===== config.mk =====
export PLATFORM = sky130hd
export DESIGN_NAME = sprite_sheet_frame_sequencer
export DESIGN_NICKNAME = d
export VERILOG_FILES = /design/src/sv/ssfs_pkg.sv /design/src/sv/ssfs_front.sv /design/src/sv/ssfs_back.sv /design/src/sv/sprite_sheet_frame_sequencer.sv
export SDC_FILE = /design/constraint.sdc
export NUM_CORES = 1
export LEC_CHECK = 0
export BUFFER_PORTS_ARGS = -buffer_cell sky130_fd_sc_hd__buf_2
export CAP_MARGIN = 20
export CORE_MARGIN = 2
export CORE_UTILIZATION = 65
export DETAILED_ROUTE_END_ITERATION = 10
export PLACE_DENSITY_LB_ADDON = 0.2
export SYNTH_ARGS = -nofsm -noshare
export SYNTH_HDL_FRONTEND = slang
export SYNTH_HIERARCHICAL = 1
export SYNTH_SLANG_ARGS = --single-unit

===== constraint.sdc =====
create_clock -name clk -period 12.4 [get_ports clk]
set_input_delay 1.86 -clock clk [delete_from_list [all_inputs] [get_ports clk]]
set_output_delay 1.86 -clock clk [all_outputs]
set_load 0.05 [all_outputs]

===== src/sv/ssfs_pkg.sv =====
// shared types and constants for the sprite sheet frame sequencer
`default_nettype none

package ssfs_pkg;

  localparam int COORD_BITS_DEF    = 8;
  localparam int UV_FRAC_BITS_DEF  = 16;

  localparam int SIZE_W            = 9;
  localparam int CFG_W             = 16;
  localparam int CFG_IDX_W         = 3;
  localparam int ELAPSED_W         = 16;
  localparam int ACCUM_W           = 32;
  localparam int COUNT_W           = 16;
  localparam int DELAY_W           = 16;

  localparam int QUEUE_DEPTH       = 2;
  localparam int NUM_JOBS          = 4;

  localparam logic [SIZE_W-1:0]  SHEET_SIZE_RESET  = SIZE_W'(1);
  localparam logic [COUNT_W-1:0] LOOP_FRAMES_RESET = COUNT_W'(1);

  typedef enum logic [CFG_IDX_W-1:0] {
    REG_SHEET_ROWS    = 3'd0,
    REG_SHEET_COLUMNS = 3'd1,
    REG_START_ROW     = 3'd2,
    REG_START_COLUMN  = 3'd3,
    REG_LOOP_FRAMES   = 3'd4,
    REG_FRAME_DELAY   = 3'd5
  } cfg_reg_t;

  typedef enum logic {
    OP_TICK    = 1'b0,
    OP_RESTART = 1'b1
  } op_t;

  typedef struct packed {
    op_t                  op;
    logic [ELAPSED_W-1:0] elapsed;
  } work_t;

  typedef enum logic [1:0] {
    BK_IDLE,
    BK_LOAD,
    BK_STEP,
    BK_OUT
  } back_state_t;

  typedef enum logic [1:0] {
    JOB_U_LEFT   = 2'd0,
    JOB_V_TOP    = 2'd1,
    JOB_U_RIGHT  = 2'd2,
    JOB_V_BOTTOM = 2'd3
  } uv_job_t;

endpackage

`default_nettype wire


===== src/sv/ssfs_front.sv =====
// front end: accepts transactions, classifies them and queues them for the back end
`default_nettype none

module ssfs_front (
  input  wire logic                           clk,
  input  wire logic                           rst_n,
  input  wire logic                           in_valid,
  output logic                                in_ready,
  input  wire logic                           in_cmd,
  input  wire logic [ssfs_pkg::ELAPSED_W-1:0] in_elapsed,
  output logic                                q_valid,
  input  wire logic                           q_ready,
  output ssfs_pkg::work_t                     q_data
);
  import ssfs_pkg::*;

  localparam int PTR_W = $clog2(QUEUE_DEPTH);
  localparam int CNT_W = PTR_W + 1;

  work_t            mem [QUEUE_DEPTH];
  work_t            push_data;
  logic [PTR_W-1:0] wr_ptr_r, wr_ptr_nxt;
  logic [PTR_W-1:0] rd_ptr_r, rd_ptr_nxt;
  logic [CNT_W-1:0] count_r, count_nxt;
  logic             push, pop;

  // classify: a restart carries no time
  always_comb begin
    push_data.op      = in_cmd ? OP_RESTART : OP_TICK;
    push_data.elapsed = in_cmd ? '0 : in_elapsed;
  end

  assign in_ready = (count_r != CNT_W'(QUEUE_DEPTH));
  assign q_valid  = (count_r != '0);
  assign q_data   = mem[rd_ptr_r];
  assign push     = in_valid && in_ready;
  assign pop      = q_valid && q_ready;

  always_comb begin
    wr_ptr_nxt = push ? wr_ptr_r + 1'b1 : wr_ptr_r;
    rd_ptr_nxt = pop ? rd_ptr_r + 1'b1 : rd_ptr_r;
    count_nxt  = count_r;
    if (push && !pop) begin
      count_nxt = count_r + 1'b1;
    end else if (pop && !push) begin
      count_nxt = count_r - 1'b1;
    end
  end

  always_ff @(posedge clk) begin
    if (!rst_n) begin
      wr_ptr_r <= '0;
      rd_ptr_r <= '0;
      count_r  <= '0;
    end else begin
      wr_ptr_r <= wr_ptr_nxt;
      rd_ptr_r <= rd_ptr_nxt;
      count_r  <= count_nxt;
    end
  end

  always_ff @(posedge clk) begin
    if (push) begin
      mem[wr_ptr_r] <= push_data;
    end
  end

endmodule

`default_nettype wire


===== src/sv/ssfs_back.sv =====
// back end: config registers, frame state update, serial texture bound divider and result register
`default_nettype none

module ssfs_back #(
  parameter int COORD_BITS   = ssfs_pkg::COORD_BITS_DEF,
  parameter int UV_FRAC_BITS = ssfs_pkg::UV_FRAC_BITS_DEF
) (
  input  wire logic                           clk,
  input  wire logic                           rst_n,
  input  wire logic                           cfg_we,
  input  wire logic [ssfs_pkg::CFG_IDX_W-1:0] cfg_index,
  input  wire logic [ssfs_pkg::CFG_W-1:0]     cfg_wdata,
  input  wire logic                           q_valid,
  output logic                                q_ready,
  input  wire ssfs_pkg::work_t                q_data,
  output logic                                out_valid,
  input  wire logic                           out_ready,
  output logic [COORD_BITS-1:0]               out_cell_row,
  output logic [COORD_BITS-1:0]               out_cell_column,
  output logic [UV_FRAC_BITS:0]               out_u_left,
  output logic [UV_FRAC_BITS:0]               out_v_top,
  output logic [UV_FRAC_BITS:0]               out_u_right,
  output logic [UV_FRAC_BITS:0]               out_v_bottom,
  output logic                                out_advanced
);
  import ssfs_pkg::*;

  localparam int IDX_W     = COORD_BITS + 1;
  localparam int UV_W      = UV_FRAC_BITS + 1;
  localparam int SZ_CMP_W  = (IDX_W > SIZE_W) ? IDX_W : SIZE_W;
  localparam int STEP_W    = $clog2(UV_FRAC_BITS);
  localparam int ACC_SUM_W = ACCUM_W + 1;
  localparam int CNT_INC_W = COUNT_W + 1;

  localparam logic [SZ_CMP_W-1:0] MAX_CELLS_EXT = SZ_CMP_W'(1) << COORD_BITS;
  localparam logic [UV_W-1:0]     UV_ONE        = UV_W'(1) << UV_FRAC_BITS;
  localparam logic [STEP_W-1:0]   LAST_STEP     = STEP_W'(UV_FRAC_BITS - 1);

  // configuration
  logic [SIZE_W-1:0]     sheet_rows_r, sheet_columns_r;
  logic [COORD_BITS-1:0] start_row_r, start_column_r;
  logic [COUNT_W-1:0]    loop_frames_r;
  logic [DELAY_W-1:0]    frame_delay_r;

  // frame state
  back_state_t           state_r, state_nxt;
  logic [ACCUM_W-1:0]    accum_r, accum_nxt;
  logic [COUNT_W-1:0]    frames_r, frames_nxt;
  logic [COORD_BITS-1:0] row_r, row_nxt;
  logic [COORD_BITS-1:0] col_r, col_nxt;
  logic                  adv_r, adv_nxt;

  // divider
  uv_job_t               job_r, job_nxt;
  logic [IDX_W-1:0]      rem_r, rem_nxt;
  logic [UV_FRAC_BITS-1:0] quo_r, quo_nxt;
  logic                  sat_r, sat_nxt;
  logic [STEP_W-1:0]     cnt_r, cnt_nxt;
  logic [UV_W-1:0]       uv_r   [NUM_JOBS];
  logic [UV_W-1:0]       uv_nxt [NUM_JOBS];

  logic [SZ_CMP_W-1:0]   rows_ext, cols_ext;
  logic [IDX_W-1:0]      rows_eff, cols_eff;
  logic [IDX_W-1:0]      row_inc, col_inc;
  logic [CNT_INC_W-1:0]  frames_inc;
  logic                  in_loop;
  logic [COORD_BITS-1:0] step_row, step_col;
  logic [COUNT_W-1:0]    step_frames;
  logic [ACC_SUM_W-1:0]  acc_sum;
  logic [ACCUM_W-1:0]    acc_sat;
  logic                  exceeds;
  logic [IDX_W-1:0]      div_index, div_size;
  logic [IDX_W:0]        rem2, rem_diff;
  logic                  sub_ok;
  logic [UV_FRAC_BITS-1:0] quo_shift;
  logic [UV_W-1:0]       uv_res;

  always_ff @(posedge clk) begin
    if (!rst_n) begin
      sheet_rows_r    <= SHEET_SIZE_RESET;
      sheet_columns_r <= SHEET_SIZE_RESET;
      start_row_r     <= '0;
      start_column_r  <= '0;
      loop_frames_r   <= LOOP_FRAMES_RESET;
      frame_delay_r   <= '0;
    end else if (cfg_we) begin
      case (cfg_index)
        REG_SHEET_ROWS: begin
          sheet_rows_r <= cfg_wdata[SIZE_W-1:0];
        end
        REG_SHEET_COLUMNS: begin
          sheet_columns_r <= cfg_wdata[SIZE_W-1:0];
        end
        REG_START_ROW: begin
          start_row_r <= cfg_wdata[COORD_BITS-1:0];
        end
        REG_START_COLUMN: begin
          start_column_r <= cfg_wdata[COORD_BITS-1:0];
        end
        REG_LOOP_FRAMES: begin
          loop_frames_r <= cfg_wdata[COUNT_W-1:0];
        end
        REG_FRAME_DELAY: begin
          frame_delay_r <= cfg_wdata[DELAY_W-1:0];
        end
        default: begin
        end
      endcase
    end
  end

  // effective sheet size: zero acts as one, clamp to the cell range
  always_comb begin
    rows_ext = SZ_CMP_W'(sheet_rows_r);
    cols_ext = SZ_CMP_W'(sheet_columns_r);
    if (rows_ext == '0) begin
      rows_eff = IDX_W'(1);
    end else if (rows_ext > MAX_CELLS_EXT) begin
      rows_eff = MAX_CELLS_EXT[IDX_W-1:0];
    end else begin
      rows_eff = rows_ext[IDX_W-1:0];
    end
    if (cols_ext == '0) begin
      cols_eff = IDX_W'(1);
    end else if (cols_ext > MAX_CELLS_EXT) begin
      cols_eff = MAX_CELLS_EXT[IDX_W-1:0];
    end else begin
      cols_eff = cols_ext[IDX_W-1:0];
    end
  end

  // next frame position
  always_comb begin
    row_inc    = {1'b0, row_r} + IDX_W'(1);
    col_inc    = {1'b0, col_r} + IDX_W'(1);
    frames_inc = {1'b0, frames_r} + CNT_INC_W'(1);
    in_loop    = frames_inc < {1'b0, loop_frames_r};
    if (in_loop) begin
      step_frames = frames_inc[COUNT_W-1:0];
      if (col_inc >= cols_eff) begin
        step_col = '0;
        step_row = (row_inc >= rows_eff) ? '0 : row_inc[COORD_BITS-1:0];
      end else begin
        step_col = col_inc[COORD_BITS-1:0];
        step_row = row_r;
      end
    end else begin
      step_frames = '0;
      step_col    = start_column_r;
      step_row    = start_row_r;
    end
  end

  // saturating time accumulator
  always_comb begin
    acc_sum = {1'b0, accum_r} + ACC_SUM_W'(q_data.elapsed);
    acc_sat = acc_sum[ACCUM_W] ? '1 : acc_sum[ACCUM_W-1:0];
    exceeds = acc_sat > ACCUM_W'(frame_delay_r);
  end

  // restoring divider, one quotient bit a cycle
  always_comb begin
    case (job_r)
      JOB_U_LEFT: begin
        div_index = {1'b0, col_r};
        div_size  = cols_eff;
      end
      JOB_V_TOP: begin
        div_index = {1'b0, row_r};
        div_size  = rows_eff;
      end
      JOB_U_RIGHT: begin
        div_index = col_inc;
        div_size  = cols_eff;
      end
      JOB_V_BOTTOM: begin
        div_index = row_inc;
        div_size  = rows_eff;
      end
      default: begin
        div_index = {1'b0, col_r};
        div_size  = cols_eff;
      end
    endcase
    rem2      = {rem_r, 1'b0};
    sub_ok    = rem2 >= {1'b0, div_size};
    rem_diff  = rem2 - {1'b0, div_size};
    quo_shift = {quo_r[UV_FRAC_BITS-2:0], sub_ok};
    uv_res    = sat_r ? UV_ONE : {1'b0, quo_shift};
  end

  always_comb begin
    state_nxt  = state_r;
    accum_nxt  = accum_r;
    frames_nxt = frames_r;
    row_nxt    = row_r;
    col_nxt    = col_r;
    adv_nxt    = adv_r;
    job_nxt    = job_r;
    rem_nxt    = rem_r;
    quo_nxt    = quo_r;
    sat_nxt    = sat_r;
    cnt_nxt    = cnt_r;
    uv_nxt     = uv_r;
    q_ready    = 1'b0;
    out_valid  = 1'b0;
    case (state_r)
      BK_IDLE: begin
        if (q_valid) begin
          q_ready = 1'b1;
          adv_nxt = 1'b0;
          if (q_data.op == OP_RESTART) begin
            row_nxt    = start_row_r;
            col_nxt    = start_column_r;
            frames_nxt = '0;
          end else if (exceeds) begin
            accum_nxt  = '0;
            row_nxt    = step_row;
            col_nxt    = step_col;
            frames_nxt = step_frames;
            adv_nxt    = 1'b1;
          end else begin
            accum_nxt = acc_sat;
          end
          job_nxt   = JOB_U_LEFT;
          state_nxt = BK_LOAD;
        end
      end
      BK_LOAD: begin
        rem_nxt   = div_index;
        quo_nxt   = '0;
        sat_nxt   = div_index >= div_size;
        cnt_nxt   = '0;
        state_nxt = BK_STEP;
      end
      BK_STEP: begin
        rem_nxt = sub_ok ? rem_diff[IDX_W-1:0] : rem2[IDX_W-1:0];
        quo_nxt = quo_shift;
        cnt_nxt = cnt_r + 1'b1;
        if (cnt_r == LAST_STEP) begin
          uv_nxt[job_r] = uv_res;
          if (job_r == JOB_V_BOTTOM) begin
            state_nxt = BK_OUT;
          end else begin
            job_nxt   = uv_job_t'(job_r + 1'b1);
            state_nxt = BK_LOAD;
          end
        end
      end
      BK_OUT: begin
        out_valid = 1'b1;
        if (out_ready) begin
          state_nxt = BK_IDLE;
        end
      end
      default: begin
        state_nxt = BK_IDLE;
      end
    endcase
  end

  always_ff @(posedge clk) begin
    if (!rst_n) begin
      state_r <= BK_IDLE;
    end else begin
      state_r <= state_nxt;
    end
  end

  always_ff @(posedge clk) begin
    if (!rst_n) begin
      accum_r  <= '0;
      frames_r <= '0;
      row_r    <= '0;
      col_r    <= '0;
    end else begin
      accum_r  <= accum_nxt;
      frames_r <= frames_nxt;
      row_r    <= row_nxt;
      col_r    <= col_nxt;
    end
  end

  always_ff @(posedge clk) begin
    adv_r <= adv_nxt;
    job_r <= job_nxt;
    rem_r <= rem_nxt;
    quo_r <= quo_nxt;
    sat_r <= sat_nxt;
    cnt_r <= cnt_nxt;
    uv_r  <= uv_nxt;
  end

  assign out_cell_row    = row_r;
  assign out_cell_column = col_r;
  assign out_u_left      = uv_r[JOB_U_LEFT];
  assign out_v_top       = uv_r[JOB_V_TOP];
  assign out_u_right     = uv_r[JOB_U_RIGHT];
  assign out_v_bottom    = uv_r[JOB_V_BOTTOM];
  assign out_advanced    = adv_r;

endmodule

`default_nettype wire


===== src/sv/sprite_sheet_frame_sequencer.sv =====
// top level of the sprite sheet frame sequencer
//
// Steps a cell through a sprite sheet on time ticks and restart commands and
// answers every transaction with the cell and its texture rectangle in
// Q1.UV_FRAC_BITS. For each transaction the back end first updates the frame
// state, then a single shared restoring divider computes the four texture
// bounds one after the other, each with a load step and then one quotient bit
// per cycle, and finally the back end holds the result until it is taken. A
// two-entry queue in front keeps taking transactions meanwhile until it is full.
// Configuration must be written only while the block is idle; the block itself
// does not enforce this.
`default_nettype none

module sprite_sheet_frame_sequencer #(
  parameter int COORD_BITS   = ssfs_pkg::COORD_BITS_DEF,
  parameter int UV_FRAC_BITS = ssfs_pkg::UV_FRAC_BITS_DEF
) (
  input  wire logic                           clk,
  input  wire logic                           rst_n,
  input  wire logic                           cfg_we,
  input  wire logic [ssfs_pkg::CFG_IDX_W-1:0] cfg_index,
  input  wire logic [ssfs_pkg::CFG_W-1:0]     cfg_wdata,
  input  wire logic                           in_valid,
  output logic                                in_ready,
  input  wire logic                           in_cmd,
  input  wire logic [ssfs_pkg::ELAPSED_W-1:0] in_elapsed,
  output logic                                out_valid,
  input  wire logic                           out_ready,
  output logic [COORD_BITS-1:0]               out_cell_row,
  output logic [COORD_BITS-1:0]               out_cell_column,
  output logic [UV_FRAC_BITS:0]               out_u_left,
  output logic [UV_FRAC_BITS:0]               out_v_top,
  output logic [UV_FRAC_BITS:0]               out_u_right,
  output logic [UV_FRAC_BITS:0]               out_v_bottom,
  output logic                                out_advanced
);
  import ssfs_pkg::*;

  logic  q_valid;
  logic  q_ready;
  work_t q_data;

  ssfs_front u_front (
    .clk        (clk),
    .rst_n      (rst_n),
    .in_valid   (in_valid),
    .in_ready   (in_ready),
    .in_cmd     (in_cmd),
    .in_elapsed (in_elapsed),
    .q_valid    (q_valid),
    .q_ready    (q_ready),
    .q_data     (q_data)
  );

  ssfs_back #(
    .COORD_BITS   (COORD_BITS),
    .UV_FRAC_BITS (UV_FRAC_BITS)
  ) u_back (
    .clk             (clk),
    .rst_n           (rst_n),
    .cfg_we          (cfg_we),
    .cfg_index       (cfg_index),
    .cfg_wdata       (cfg_wdata),
    .q_valid         (q_valid),
    .q_ready         (q_ready),
    .q_data          (q_data),
    .out_valid       (out_valid),
    .out_ready       (out_ready),
    .out_cell_row    (out_cell_row),
    .out_cell_column (out_cell_column),
    .out_u_left      (out_u_left),
    .out_v_top       (out_v_top),
    .out_u_right     (out_u_right),
    .out_v_bottom    (out_v_bottom),
    .out_advanced    (out_advanced)
  );

endmodule

`default_nettype wire


Word level (Yosys, flattened, before mapping)
Memories as Yosys holds them, arrays and structs flattened. A register that Yosys moved wholly into a read port is not among the register bits.
Cells that the tools add are included.

cells by class
  add/subtract/negate cells = 11
  magnitude comparators = 10
  equal/unequal tests = 18
  bitwise logic cells = 2
  mux-type cells = 49
  reductions and logical operators = 32

operators by type and width
  cell                                                   number
  2-to-1 mux 8 bit                                       9
  bitwise mux 68 bit                                     1
  2-to-1 mux 16 bit                                      4
  2-to-1 mux 32 bit                                      2
  2-to-1 mux 9 bit                                       5
  case mux 9 bit (2 select lines)                        2
  case mux 9 bit (4 select lines)                        1
  demux 17 bit (select 2 bit)                            1
  2-to-1 mux 17 bit                                      2
  adder 32 x 16 -> 33 bit                                1
  greater-than comparator 32 x 16 -> 1 bit               1
  case mux 15 bit (2 select lines)                       1
  greater-or-equal comparator 9 bit                      3
  adder 8 x 1 -> 9 bit (second input constant)           2
  greater-than comparator 9 bit (second input constant)  2
  zero test 9 bit                                        2
  2-to-1 mux 2 bit                                       9
  adder 16 x 1 -> 17 bit (second input constant)         1
  < comparator 17 x 16 -> 1 bit                          1
  AND reduction 2 bit                                    8
  greater-or-equal comparator 10 x 9 -> 1 bit            1
  nonzero test 2 bit                                     5
  2-to-1 mux 1 bit                                       9
  AND reduction 3 bit                                    3
  other kinds (27)                                       46

storage, ports and cells
  input bits = 41
  memories kept = 1
  output and inout port bits = 87
  RAM bits = 34
  logic and storage cells = 147
  bits in registers = 236

memory list
  memory       depth  bits a word  read ports  clocked after Yosys merged registers in  wr ports  RTL line          text
  u_front.mem  2      17           1           1                                        1         ssfs_front.sv:20  work_t mem [QUEUE_DEPTH];

Depth between registers and ports, before layout
Gate-level depths: netlist (run 1).

  depth after elaboration = 9
  depth in mapped cells = 25
  gate-level depth less buffers = 21

Cells and area by module
Netlist (run 1), hierarchy kept.

by module, submodules not included
  module      sequential area each (um2)  instances  area each (um2)  cells each
  ssfs_back   5,645.4                     1          12,695.9         1,410
  ssfs_front  1,121.1                     1          1,571.5          94

Least setup slack after synthesis (run 1)
OpenSTA, ideal clock, no wires.

  kind = reg-to-reg
  from = register (tool-made name)
  to = register u_back.row_r[2], in the netlist u_back/out_cell_row[2]
  setup time = 0.139 ns
  data arrival time = 5.265 ns
  slack = 6.996 ns
  path buffers = 5
  data required time = 12.261 ns
  cell stages (with the launch flop) = 26
  clock period less this slack = 5.404 ns
  path through = dfxtp_1 buf_2 buf_4 mux2_2 ha_1 nand2_1 a211oi_1 a21oi_1 o21ai_1 nand2_1 nor4_1 clkbuf_1 a21o_1 ha_1 a211oi_1 o21bai_1 o211a_1 a22o_1 nor4_1 and4_1 nand4_2 o31a_1 buf_2 clkbuf_1 a21oi_1 a311oi_1

RTL lines
  element               RTL line          text
  end signal, assigned  ssfs_back.sv:279  row_r <= row_nxt;
  end, declared         ssfs_back.sv:49   logic [COORD_BITS-1:0] row_r, row_nxt;

==> flow_metrics.py, run 1 <==
metrics = {
    "synth": {
        "ys_top_cells_by_area": "sky130_fd_sc_hd__edfxtp_1 (28%), sky130_fd_sc_hd__dfxtp_1 (19%), sky130_fd_sc_hd__ha_1 (8.5%)",
        "yosysTopAreaCell": "sky130_fd_sc_hd__edfxtp_1",
        "synth_compound_area_share_pct": 15.07,
        "asyncSetResetFlopFracSynth_pct": 0,
        "yosys-mux-area-fraction_pct": 2.403,
        "synth_warnings": 6,
        "syn-instance-count": 1504,
        "main_combinational_cell_family_by_area_after_synthesis": "simple AND/OR/NAND/NOR gates",
        "syn-cell-area_um2": 14270,
        "yosysTopAreaCellShare_pct": 28.20,
        "postSynthNetCount": 1644,
        "synthTopCellsByCount": "sky130_fd_sc_hd__nand2_1 (229), sky130_fd_sc_hd__a21oi_1 (148), sky130_fd_sc_hd__dfxtp_1 (137)",
        "synth.yosys.seq_area_share_pct": 47.43,
        "synth_flop_cell": "sky130_fd_sc_hd__dfxtp_1",
        "synth_xor_area_share_pct": 3.131,
        "netlist-cell-type-count": 72,
        "yosys_register_bits": 271,
        "number_of_enable_flip_flop_cells_after_synthesis": 134,
        "post_synth_fa_ha_maj_area_fraction_pct": 8.787,
        "synthesis.area_per_instance_um2": 9.486,
        "synth.most_common_cell": "sky130_fd_sc_hd__nand2_1",
        "synth_simple_gate_area_share_pct": 19.42,
    },
    "critical_path": {
        "ff2ff_path_depth": 22,
        "cp_data_arrival_time_ns": 6.92,
        "cp.depth": 22,
        "worst_setup_path_end_kind": "flip-flop",
        "timing_worst_setup_path_type": "flip-flop to flip-flop",
        "cp.buffers_inverters": 1,
        "worst_path_dominant_cell_family": "compound AO/OA/AOI/OAI gates",
        "crit_path_top_delay_cell": "sky130_fd_sc_hd__dfxtp_1",
        "cp_max_fo": 27,
        "required_ns": 12.82,
        "crit_path_max_incr_delay_ns": 0.79,
        "r2r_setup_slack_ns": 5.89,
        "critPathLaunchType": "flip-flop",
        "timing.critical_path.cells": "mux2_2, ha_1, fa_1, a211oi_2, o211ai_1, a21oi_1, o21ai_1, nand2_1, nor4_1, buf_4, or2_2, ha_1, a211oi_1, o21bai_1, o211a_1, a22o_1, nor4_1, and4_1, nand4_2, o31a_1, and4b_1, o21a_1",
    },
    "route": {
        "drt_pre_antenna_iters": 6,
        "drt-wirelength-per-cell_um": 18.29,
        "routed_wirelength_um": 34770,
        "drt_iter0_drc": 1100,
        "vias": 11620,
        "drc_errors": 0,
        "postRouteAntennaNets": 0,
        "vias_per_cell": 6.114,
    },
    "pwr": {
        "fin_total_pwr_w": 0.003253,
        "share_seq_of_total_power_pct": 37.3,
        "ir_drop_mv": 0.1406,
        "netSwitchingFraction_pct": 36.96,
        "clock_power_share_pct": 25.3,
        "comb_power_share_pct": 37.4,
        "p_switching_w": 0.001202,
        "cell_pwr_density_nw_per_um2": 203.5,
        "power_leakage_nw": 6.188,
        "internal_power_w": 0.002051,
    },
    "global_route": {
        "grt_pass1_vias": 10950,
        "grt_first_pass_wirelength_um": 55730,
        "grt_max_degree": 56,
        "grt_remaining_overflow": 0,
        "grt.total_usage_pct": 29.02,
        "grt_antenna_before_repair": 0,
    },
    "layout": {
        "finish.net_count": 1740,
        "n_antenna_cell": 0,
        "synthToLayoutAreaGrowth_pct": 12.03,
        "filler_instances": 1596,
        "post_route_cells_drive_above_1_share_pct": 13.39,
    },
    "clocking": {
        "cts_inserted_buffers": 27,
        "tritoncts": "yes",
        "clock_tree.root_cell": "sky130_fd_sc_hd__clkbuf_16",
        "post_cts_resized": 0,
        "clk_path_buf_depth": 3,
        "cts_hold_buf": 0,
        "clkSinkCount": 271,
        "worst_setup_hold_path_clk_slew_ns": 0.06,
        "cts_htree_levels": 1,
        "postCtsSetupRepairBufs": 0,
        "insertion_delay_ns": 0.55,
    },
    "die": {
        "die_area_um2": 23150,
        "die_width_um": 152.2,
        "starting_density_of_the_core_pct": 65.78,
        "die_y_um": 152.2,
        "placeableCoreArea_um2": 21690,
        "io_pins": 128,
        "placement_row_count": 54,
    },
    "timing": {
        "final_hold_violating_endpoints": 0,
        "rsz0062_at_grt": "no",
        "setup-violations-final": 0,
        "ratio_of_final_minimum_period_to_clock_period_pct": 52.46,
        "max_slew.worst_pin.slew_ns": 1.137,
        "clock-skew-final_ns": 0.02923,
        "timing.slew.headroom_pct": 24.19,
        "finalSetupTns_ns": 0,
        "fin_crit_ns": 6.505,
        "timing_max_transition_violations_final": 0,
        "timing.fmax_mhz": 153.7,
    },
    "hold_path": {
        "min_path_cells": 2,
        "worst_hold_path_type": "flip-flop to flip-flop",
        "hp-start": "u_back/start_column_r[4]$_SDFFE_PN0P_",
    },
    "placed_design": {
        "hpwl_um": 23880,
        "number_of_input_and_output_port_buffers_inserted": 127,
        "gp_routability_congestion": 0.9719,
    },
    "run_status": {
        "run_status": "completed",
    },
    "job": {
        "max_cap_violations": 0,
    },
}
==> power by group through the flow <==
stage	clock [W]	sequential (W)	combinational (W)
6_report	0.000824	0.00121	0.00122
2_1_floorplan	0	0.00123	0.000868
3_3_place_gp	0	0.00122	0.00111
3_5_place_dp	0	0.00123	0.00115
5_1_grt	0.000871	0.00122	0.00135
4_1_cts	0.000836	0.00121	0.00117
==> state kept, by name (all words and copies together), names as in the netlist, 2 cells and up, named ones only <==
register and cells:
u_back/out_v_bottom 17, u_back/frame_delay_r 16, u_back/cnt_r 4, u_back/accum_r 32, u_back/out_cell_column 8, u_back/state_r 2, u_back/start_column_r 8, u_back/out_v_top 17
u_back/out_u_right 17, u_back/quo_r 15, u_front/mem 34, u_back/cols_ext 9, u_back/rem_r 9, u_back/loop_frames_r 16, u_back/frames_r 16, u_back/start_row_r 8
u_back/out_cell_row 8, u_back/job_r 2, u_back/out_u_left 17, u_back/rows_ext 9, u_front/count_r 2
==> kinds of logic (layout without fill, tap and decap cells) <==
| kind of cell | after synthesis | in the layout |
|---|---|---|
| AND/OR/NAND/NOR | 572 | 572 |
| multiplexers | 32 | 32 |
| AO/OA/AOI/OAI | 342 | 342 |
| XOR/XNOR | 51 | 51 |
| buffers and inverters | 137 | 254 |
| flip-flops | 271 | 271 |
| adder cells (fa/ha/maj) | 99 | 99 |
==> routing by layer <==
metal	vias up	wire (µm)	GRT usage, %
met2	485	16640	48.82
met5	-	0	0
met1	5492	14960	39.87
met4	0	790	8.100
met3	70	2385	3.754
li1	5576	-	-
==> cell type report <==
class | instances | area (µm²) | share of cell area [%]
clock buffers | 36 | 740.7 | 4.634
clock inverters | 14 | 150.1 | 0.9393
inverters | 66 | 247.7 | 1.550
multi-input cells | 1096 | 6982 | 43.68
flip-flops and latches | 271 | 6766 | 42.33
well taps | 280 | 350.3 | 2.192
repair buffers | 138 | 747.0 | 4.673
==> worst register-to-register path, cell delays in order, from the launching register on <==
cell	delay [ns]
sky130_fd_sc_hd__dfxtp_1	0.79
sky130_fd_sc_hd__mux2_2	0.41
sky130_fd_sc_hd__ha_1	0.22
sky130_fd_sc_hd__fa_1	0.43
sky130_fd_sc_hd__a211oi_2	0.28
sky130_fd_sc_hd__o211ai_1	0.13
sky130_fd_sc_hd__a21oi_1	0.33
sky130_fd_sc_hd__o21ai_1	0.18
sky130_fd_sc_hd__nand2_1	0.12
sky130_fd_sc_hd__nor4_1	0.06
sky130_fd_sc_hd__buf_4	0.17
sky130_fd_sc_hd__or2_2	0.32
sky130_fd_sc_hd__ha_1	0.20
sky130_fd_sc_hd__a211oi_1	0.26
sky130_fd_sc_hd__o21bai_1	0.14
sky130_fd_sc_hd__o211a_1	0.22
sky130_fd_sc_hd__a22o_1	0.24
sky130_fd_sc_hd__nor4_1	0.25
sky130_fd_sc_hd__and4_1	0.23
sky130_fd_sc_hd__nand4_2	0.16
sky130_fd_sc_hd__o31a_1	0.69
sky130_fd_sc_hd__and4b_1	0.38
sky130_fd_sc_hd__o21a_1	0.16
==> through the flow <==
| step | cells | area [µm²] | setup WS (ns) | util, % | hold slack [ns] |
|---|---|---|---|---|---|
| floorplan | 1504 | 14270 | 6.996 | - | 0.4351 |
| detailed placement | 1847 | 15030 | 5.846 | 69.32 | 0.4467 |
| CTS | 1897 | 15930 | 5.798 | 73.43 | 0.4546 |
| global placement | 1847 | 15030 | 6.020 | 69.32 | 0.4430 |
| finish | 1901 | 15980 | 5.895 | 73.70 | 0.4532 |
| global route | 1901 | 15980 | 5.506 | 73.70 | 0.4694 |
==> cells in the final DEF (no fill, tap or decap), types with 10 or more instances in the layout <==
master,count
sky130_fd_sc_hd__a21o_1,13
sky130_fd_sc_hd__nand4_1,20
sky130_fd_sc_hd__a211oi_1,11
sky130_fd_sc_hd__a21oi_1,148
sky130_fd_sc_hd__xor2_1,18
sky130_fd_sc_hd__ha_1,97
sky130_fd_sc_hd__nand2b_1,19
sky130_fd_sc_hd__edfxtp_1,134
sky130_fd_sc_hd__nor2_1,82
sky130_fd_sc_hd__mux2_2,18
sky130_fd_sc_hd__o21ai_0,47
sky130_fd_sc_hd__buf_2,127
sky130_fd_sc_hd__nand2_1,229
sky130_fd_sc_hd__nor2b_1,44
sky130_fd_sc_hd__and2_1,38
sky130_fd_sc_hd__nor3_1,17
sky130_fd_sc_hd__xnor2_1,33
sky130_fd_sc_hd__o21a_1,23
sky130_fd_sc_hd__and3_1,32
sky130_fd_sc_hd__o211ai_1,10
sky130_fd_sc_hd__or3_1,10
sky130_fd_sc_hd__mux2i_1,14
sky130_fd_sc_hd__dfxtp_1,137
sky130_fd_sc_hd__clkbuf_16,27
sky130_fd_sc_hd__nand3_1,39
sky130_fd_sc_hd__a31oi_1,11
sky130_fd_sc_hd__inv_1,64
sky130_fd_sc_hd__nor4_1,13
==> worst paths after layout <==
kind	end
setup reg to reg	u_back/frames_r[5]$_SDFFE_PN0P_
hold / removal	u_back/start_column_r[4]$_SDFFE_PN0P_
hold reg to reg	u_back/start_column_r[4]$_SDFFE_PN0P_
setup / recovery	u_back/frames_r[5]$_SDFFE_PN0P_
No activity file was read; power rests on OpenSTA's default activity.
==> run 2, diff against run 1 <==
Settings changed: CORE_UTILIZATION 65 to 54.
Clock period 12.4 ns to 5.8 ns, I/O delays scaled along.
==> run 2 against run 1 <==
  * Count of clock-buffer cells in the layout up 5
  * Highest routed layer unchanged
  * Setup slack worse by 5.5 ns
  * Worst hold slack about the same
  * Sequential power grew 110%
  * Non-clock buffer count increased by 13
  * Maximum frequency rose by 20%
  * Register-to-register slack got worse by 5.5 ns
  * Critical endpoint is now u_back/out_cell_column[2]$_SDFFE_PN0P_
  * Combinational power up 120%
  * Global-route usage shrank 5.0 points
  * Clock skew is 0.018 ns lower
==> flow_metrics.py, run 2 (same netlist as run 1, synthesis figures left out) <==
metrics = {
    "layout": {
        "post_route_cells_drive_above_1_share_pct": 14.25,
        "mostFrequentLayoutCell": "sky130_fd_sc_hd__nand2_1",
        "synthToLayoutAreaGrowth_pct": 13.66,
        "largest_register_ffs": 34,
        "regMostFlops": "u_front/mem",
        "commonest_cells_after_routing_fill_and_taps_aside": "sky130_fd_sc_hd__nand2_1 (229), sky130_fd_sc_hd__a21oi_1 (147), sky130_fd_sc_hd__dfxtp_1 (136)",
        "top_regs": "u_front/mem: 34 flops, u_back/accum_r: 32 flops",
        "finish.net_count": 1754,
        "layoutNonFillerInstCount": 1970,
        "final_core_utilization_pct": 62.41,
        "n_antenna_cell": 0,
    },
    "timing": {
        "finalSetupTns_ns": 0,
        "setup-violations-final": 0,
        "timing.slew.headroom_pct": 32.14,
        "final_hold_violating_endpoints": 0,
        "rsz0062_at_grt": "no",
        "timing.fmax_mhz": 184.3,
        "fin_crit_ns": 5.426,
        "max_slew.worst_pin.slew_ns": 1.016,
        "timing.hold.ws_ns": 0.4534,
        "ratio_of_final_minimum_period_to_clock_period_pct": 93.55,
        "timing_max_transition_violations_final": 0,
        "clock-skew-final_ns": 0.01075,
    },
    "clocking": {
        "cts_hold_buf": 0,
        "clk_path_buf_depth": 3,
        "worst_setup_hold_path_clk_slew_ns": 0.06,
        "tritoncts": "yes",
        "insertion_delay_ns": 0.54,
        "clkSinkCount": 271,
        "cts_inserted_buffers": 28,
        "cts_htree_levels": 1,
        "clock_tree.root_cell": "sky130_fd_sc_hd__clkbuf_16",
    },
    "critical_path": {
        "critPathLaunchType": "flip-flop",
        "cp_data_arrival_time_ns": 5.83,
        "timing_worst_setup_path_type": "flip-flop to flip-flop",
        "cp_max_fo": 25,
        "crit_path_top_delay_cell": "sky130_fd_sc_hd__dfxtp_4",
        "crit_path_max_incr_delay_ns": 0.39,
        "worst_setup_path_end_kind": "flip-flop",
        "timing.critical_path.cells": "mux2_2, ha_1, fa_2, a211oi_2, o211ai_1, a21oi_2, o21ai_1, nand2_1, nor4_4, buf_4, buf_4, or2_2, ha_1, and4_1, nand2_1, o211a_1, a22o_1, nor4_2, and4_1, nand4_2, o31a_1, buf_6, mux2i_1, o32ai_1",
        "required_ns": 6.20,
    },
    "route": {
        "drt-wirelength-per-cell_um": 17.41,
        "drt_pre_antenna_iters": 5,
        "vias": 11370,
        "routed_wirelength_um": 34290,
        "postRouteAntennaNets": 0,
        "drt_iter0_drc": 940,
        "drc_errors": 0,
        "vias_per_cell": 5.773,
    },
    "run_status": {
        "run_status": "completed",
    },
    "global_route": {
        "grt.total_usage_pct": 24.00,
        "grt_max_degree": 55,
        "grt_remaining_overflow": 0,
        "grt_antenna_before_repair": 0,
        "grt_pass1_vias": 10720,
        "grt_first_pass_wirelength_um": 55210,
    },
    "pwr": {
        "cell_pwr_density_nw_per_um2": 431.8,
        "comb_power_share_pct": 38.0,
        "ir_drop_mv": 0.3250,
        "power_leakage_nw": 6.275,
        "netSwitchingFraction_pct": 36.64,
        "internal_power_w": 0.004437,
        "fin_total_pwr_w": 0.007003,
        "share_seq_of_total_power_pct": 36.7,
        "p_switching_w": 0.002566,
        "clock_power_share_pct": 25.3,
    },
    "hold_path": {
        "worst_hold_path_type": "flip-flop to flip-flop",
    },
    "placed_design": {
        "placed_cells_incl_taps": 1914,
        "hpwl_um": 24660,
        "number_of_input_and_output_port_buffers_inserted": 127,
        "gp_routability_congestion": 0.9425,
    },
    "die": {
        "placeableCoreArea_um2": 25980,
        "starting_density_of_the_core_pct": 54.91,
        "die_width_um": 166.5,
        "die_y_um": 166.5,
        "placement_row_count": 59,
        "die_area_um2": 27740,
        "io_pins": 128,
    },
    "job": {
        "max_cap_violations": 0,
    },
}
run 2: what timing repair did:
action / CTS / global route
gates resized for setup: 0 / 11
setup buffers: 0 / 2
hold endpoints to repair: 0 / 0
setup endpoints to repair: 0 / 49
run 2: stage by stage:
stage | setup slack [ns] | instance area [µm²]
6_report | 0.3743 | 16220
5_1_grt | 0.05187 | 16220
4_1_cts | 0.1429 | 16120
3_5_place_dp | 0.1740 | 15210
3_3_place_gp | 0.3898 | 15210
2_1_floorplan | 0.3960 | 14270
run 2: cell type report:
| type | count | area (µm²) |
|---|---|---|
| tap | 335 | 419.2 |
| multi-input combinational | 1096 | 7017 |
| sequential | 271 | 6770 |
| inverter | 66 | 247.7 |
| clock inverter | 10 | 116.4 |
| clock buffer | 41 | 802.0 |
| fill | 2216 | 9768 |
| timing repair buffer | 151 | 844.6 |
run 2: metal layers:
metal / GRT usage, % / part of all wire [%] / routed length (µm) / vias to the layer above
met5: 0 / 0 / 0 / -
li1: - / - / - / 5608
met4: 7.496 / 2.3 / 799 / 0
met1: 33.92 / 46 / 15760 / 5347
met2: 38.74 / 46 / 15730 / 358
met3: 2.994 / 5.8 / 2002 / 59
run 2: critical path: cells and delay by family (launching register included):
family	cells	cell delay (ns)
compound gates	8	1.51
fa+ha+maj	3	0.93
buf+inv	3	0.50
flops	1	0.39
mux	2	0.51
simple gates	8	1.43
run 2: worst paths after layout:
check,from,endpoint,slack (ns),cells past startpoint
worst max-delay path,flip-flop,u_back/out_cell_column[2]$_SDFFE_PN0P_,0.37,24
worst max register to register,flip-flop,u_back/out_cell_column[2]$_SDFFE_PN0P_,0.37,24
worst min register to register,u_back/loop_frames_r[7]$_SDFFE_PN0P_,u_back/loop_frames_r[7]$_SDFFE_PN0P_,0.45,2
worst min-delay path,u_back/loop_frames_r[7]$_SDFFE_PN0P_,u_back/loop_frames_r[7]$_SDFFE_PN0P_,0.45,2
run 2: power groups by stage:
stage / registers, W / logic [W] / clock network (W)
2_1_floorplan: 0.00263 / 0.00186 / 0
3_3_place_gp: 0.00260 / 0.00250 / 0
3_5_place_dp: 0.00261 / 0.00256 / 0
4_1_cts: 0.00257 / 0.00259 / 0.00181
5_1_grt: 0.00260 / 0.00296 / 0.00189
6_report: 0.00257 / 0.00266 / 0.00177
==> run 3, diff against run 2 <==
Settings changed: BUFFER_PORTS_ARGS -buffer_cell sky130_fd_sc_hd__buf_2 to unset, CORE_MARGIN 2 to 4, CORE_UTILIZATION 54 to 58, CTS_BUF_LIST set to sky130_fd_sc_hd__clkbuf_16, DONT_BUFFER_PORTS set to 1.
==> run 3 against run 2 <==
  * Via count decreased by 3.8%
  * Critical path depth decreased by 1
  * Non-clock buffer count decreased by 133
  * Setup slack got worse by 0.079 ns
  * Worst hold slack got worse by 0.023 ns
  * Wire length decreased by 1.2%
  * Register-to-register slack got worse by 0.08 ns
  * Combinational power decreased by 7.9%
  * Sequential power increased by 4%
  * First-iteration DRC count decreased by 22%
  * Clock skew about the same
  * Largest cell class unchanged
==> flow_metrics.py, run 3 (same netlist as run 1, synthesis figures left out) <==
metrics = {
    "run_status": {
        "run_status": "completed",
    },
    "global_route": {
        "grt_first_pass_wirelength_um": 53850,
        "grt_antenna_before_repair": 0,
        "grt.total_usage_pct": 24.50,
        "grt_remaining_overflow": 0,
        "grt_max_degree": 83,
        "grt_pass1_vias": 10160,
    },
    "critical_path": {
        "worst_path_dominant_cell_family": "compound AO/OA/AOI/OAI gates",
        "critPathLaunchType": "flip-flop",
        "crit_path_top_delay_cell": "sky130_fd_sc_hd__fa_1",
        "timing.critical_path.cells": "buf_6, mux2_2, fa_1, a211oi_2, o211ai_1, a21oi_2, o21ai_1, nand2_1, nor4_1, buf_4, or2_2, ha_1, o21ai_0, o21bai_1, o211a_1, a22o_1, nor4_1, and4_1, nand4_2, o31a_1, buf_4, and4b_1, o21a_1",
        "required_ns": 6.23,
        "crit_path_max_incr_delay_ns": 0.49,
        "cp_data_arrival_time_ns": 5.94,
        "cp.buffers_inverters": 3,
        "timing_worst_setup_path_type": "flip-flop to flip-flop",
        "cp_max_fo": 27,
        "worst_setup_path_end_kind": "flip-flop",
    },
    "layout": {
        "largest_register_ffs": 34,
        "mostFrequentLayoutCell": "sky130_fd_sc_hd__nand2_1",
        "top_regs": "u_front/mem: 34 flops, u_back/accum_r: 32 flops",
        "n_antenna_cell": 0,
        "filler_instances": 2014,
        "post_route_cells_drive_above_1_share_pct": 6.786,
        "finish.net_count": 1621,
        "synthToLayoutAreaGrowth_pct": 8.656,
        "regMostFlops": "u_front/mem",
        "commonest_cells_after_routing_fill_and_taps_aside": "sky130_fd_sc_hd__nand2_1 (229), sky130_fd_sc_hd__a21oi_1 (147), sky130_fd_sc_hd__dfxtp_1 (137)",
    },
    "placed_design": {
        "gp_routability_congestion": 0.9342,
        "number_of_input_and_output_port_buffers_inserted": 0,
        "hpwl_um": 24250,
        "place_worst_setup_slack_ns": 0.2961,
    },
    "clocking": {
        "cts_inserted_buffers": 28,
        "cts_hold_buf": 0,
        "cts_htree_levels": 1,
        "clock_tree.root_cell": "sky130_fd_sc_hd__clkbuf_16",
        "worst_setup_hold_path_clk_slew_ns": 0.06,
        "tritoncts": "yes",
        "postCtsSetupRepairBufs": 0,
        "clkSinkCount": 271,
        "clk_path_buf_depth": 3,
        "post_cts_resized": 0,
        "insertion_delay_ns": 0.54,
    },
    "timing": {
        "max_slew.worst_pin.slew_ns": 1.132,
        "timing.fmax_mhz": 181.7,
        "final_hold_violating_endpoints": 0,
        "fin_crit_ns": 5.505,
        "rsz0062_at_grt": "no",
        "finalSetupTns_ns": 0,
        "layout_setup_ws_ns": 0.2949,
        "timing.slew.headroom_pct": 23.57,
        "ratio_of_final_minimum_period_to_clock_period_pct": 94.91,
        "timing_max_transition_violations_final": 0,
        "setup-violations-final": 0,
        "clock-skew-final_ns": 0.01070,
    },
    "die": {
        "die_width_um": 164.8,
        "starting_density_of_the_core_pct": 58.84,
        "die_area_um2": 27170,
        "die_y_um": 164.8,
        "placeableCoreArea_um2": 24250,
        "placement_row_count": 57,
        "io_pins": 128,
    },
    "route": {
        "vias_per_cell": 5.988,
        "postRouteAntennaNets": 0,
        "drt_iter0_drc": 730,
        "routed_wirelength_um": 33880,
        "drt_pre_antenna_iters": 5,
        "vias": 10940,
        "drc_errors": 0,
        "drt-wirelength-per-cell_um": 18.54,
    },
    "hold_path": {
        "worst_hold_path_type": "input pin to flip-flop",
        "hp-start": "in_cmd",
    },
    "pwr": {
        "cell_pwr_density_nw_per_um2": 448.0,
        "power_leakage_nw": 5.738,
        "ir_drop_mv": 0.2934,
    },
    "job": {
        "max_cap_violations": 0,
    },
}
-- run 3: per-layer routing --
layer  GRT usage, %  up-vias  wire (µm)
li1               -     5343          -
met1          33.67     5171      15020
met2          40.09      368      15890
met3          4.243       58       2112
met4          7.032        0        853
met5              0        -          0
-- run 3: final cells by class --
class | instances | area (µm²) | share of cell area (%)
Tap cell | 324 | 405.4 | 2.615
Multi-Input combinational cell | 1096 | 6993 | 45.11
Clock inverter | 23 | 225.2 | 1.453
Inverter | 66 | 247.7 | 1.598
Clock buffer | 29 | 725.7 | 4.681
Timing Repair Buffer | 18 | 138.9 | 0.8959
Sequential cell | 271 | 6766 | 43.65
-- run 3: per-stage QoR --
step	total power [W]	std cells	hold WS [ns]	util (%)	instance area [µm²]
after CTS	0.006950	1827	0.3994	63.87	15490
after detailed placement	0.005100	1775	0.4496	59.95	14540
after global routing	0.007383	1827	0.3956	63.93	15500
final	0.006945	1827	0.4302	63.93	15500
after global placement	0.005026	1775	0.4438	59.95	14540
after floorplan	0.004489	1504	0.4351	-	14270
-- run 3: worst paths after layout --
path                                                              to  slack [ns]  depth (start not counted)
worst max-delay path                 u_back/frames_r[5]$_SDFFE_PN0P_        0.29                         23
worst min-delay path                    u_front/mem[0][16]$_DFFE_PP_        0.43                          0
worst max register to register       u_back/frames_r[5]$_SDFFE_PN0P_        0.29                         23
worst min register to register  u_back/loop_frames_r[9]$_SDFFE_PN0P_        0.46                          2
-- run 3: where the power goes --
| part | internal (W) | total (W) | leakage (nW) | switching (W) |
|---|---|---|---|---|
| combinational | 0.000936 | 0.00245 | 2.88 | 0.00152 |
| clock | 0.00109 | 0.00183 | 0.486 | 0.000745 |
| sequential | 0.00238 | 0.00266 | 2.37 | 0.000279 |
| total | 0.00440 | 0.00695 | 5.74 | 0.00254 |
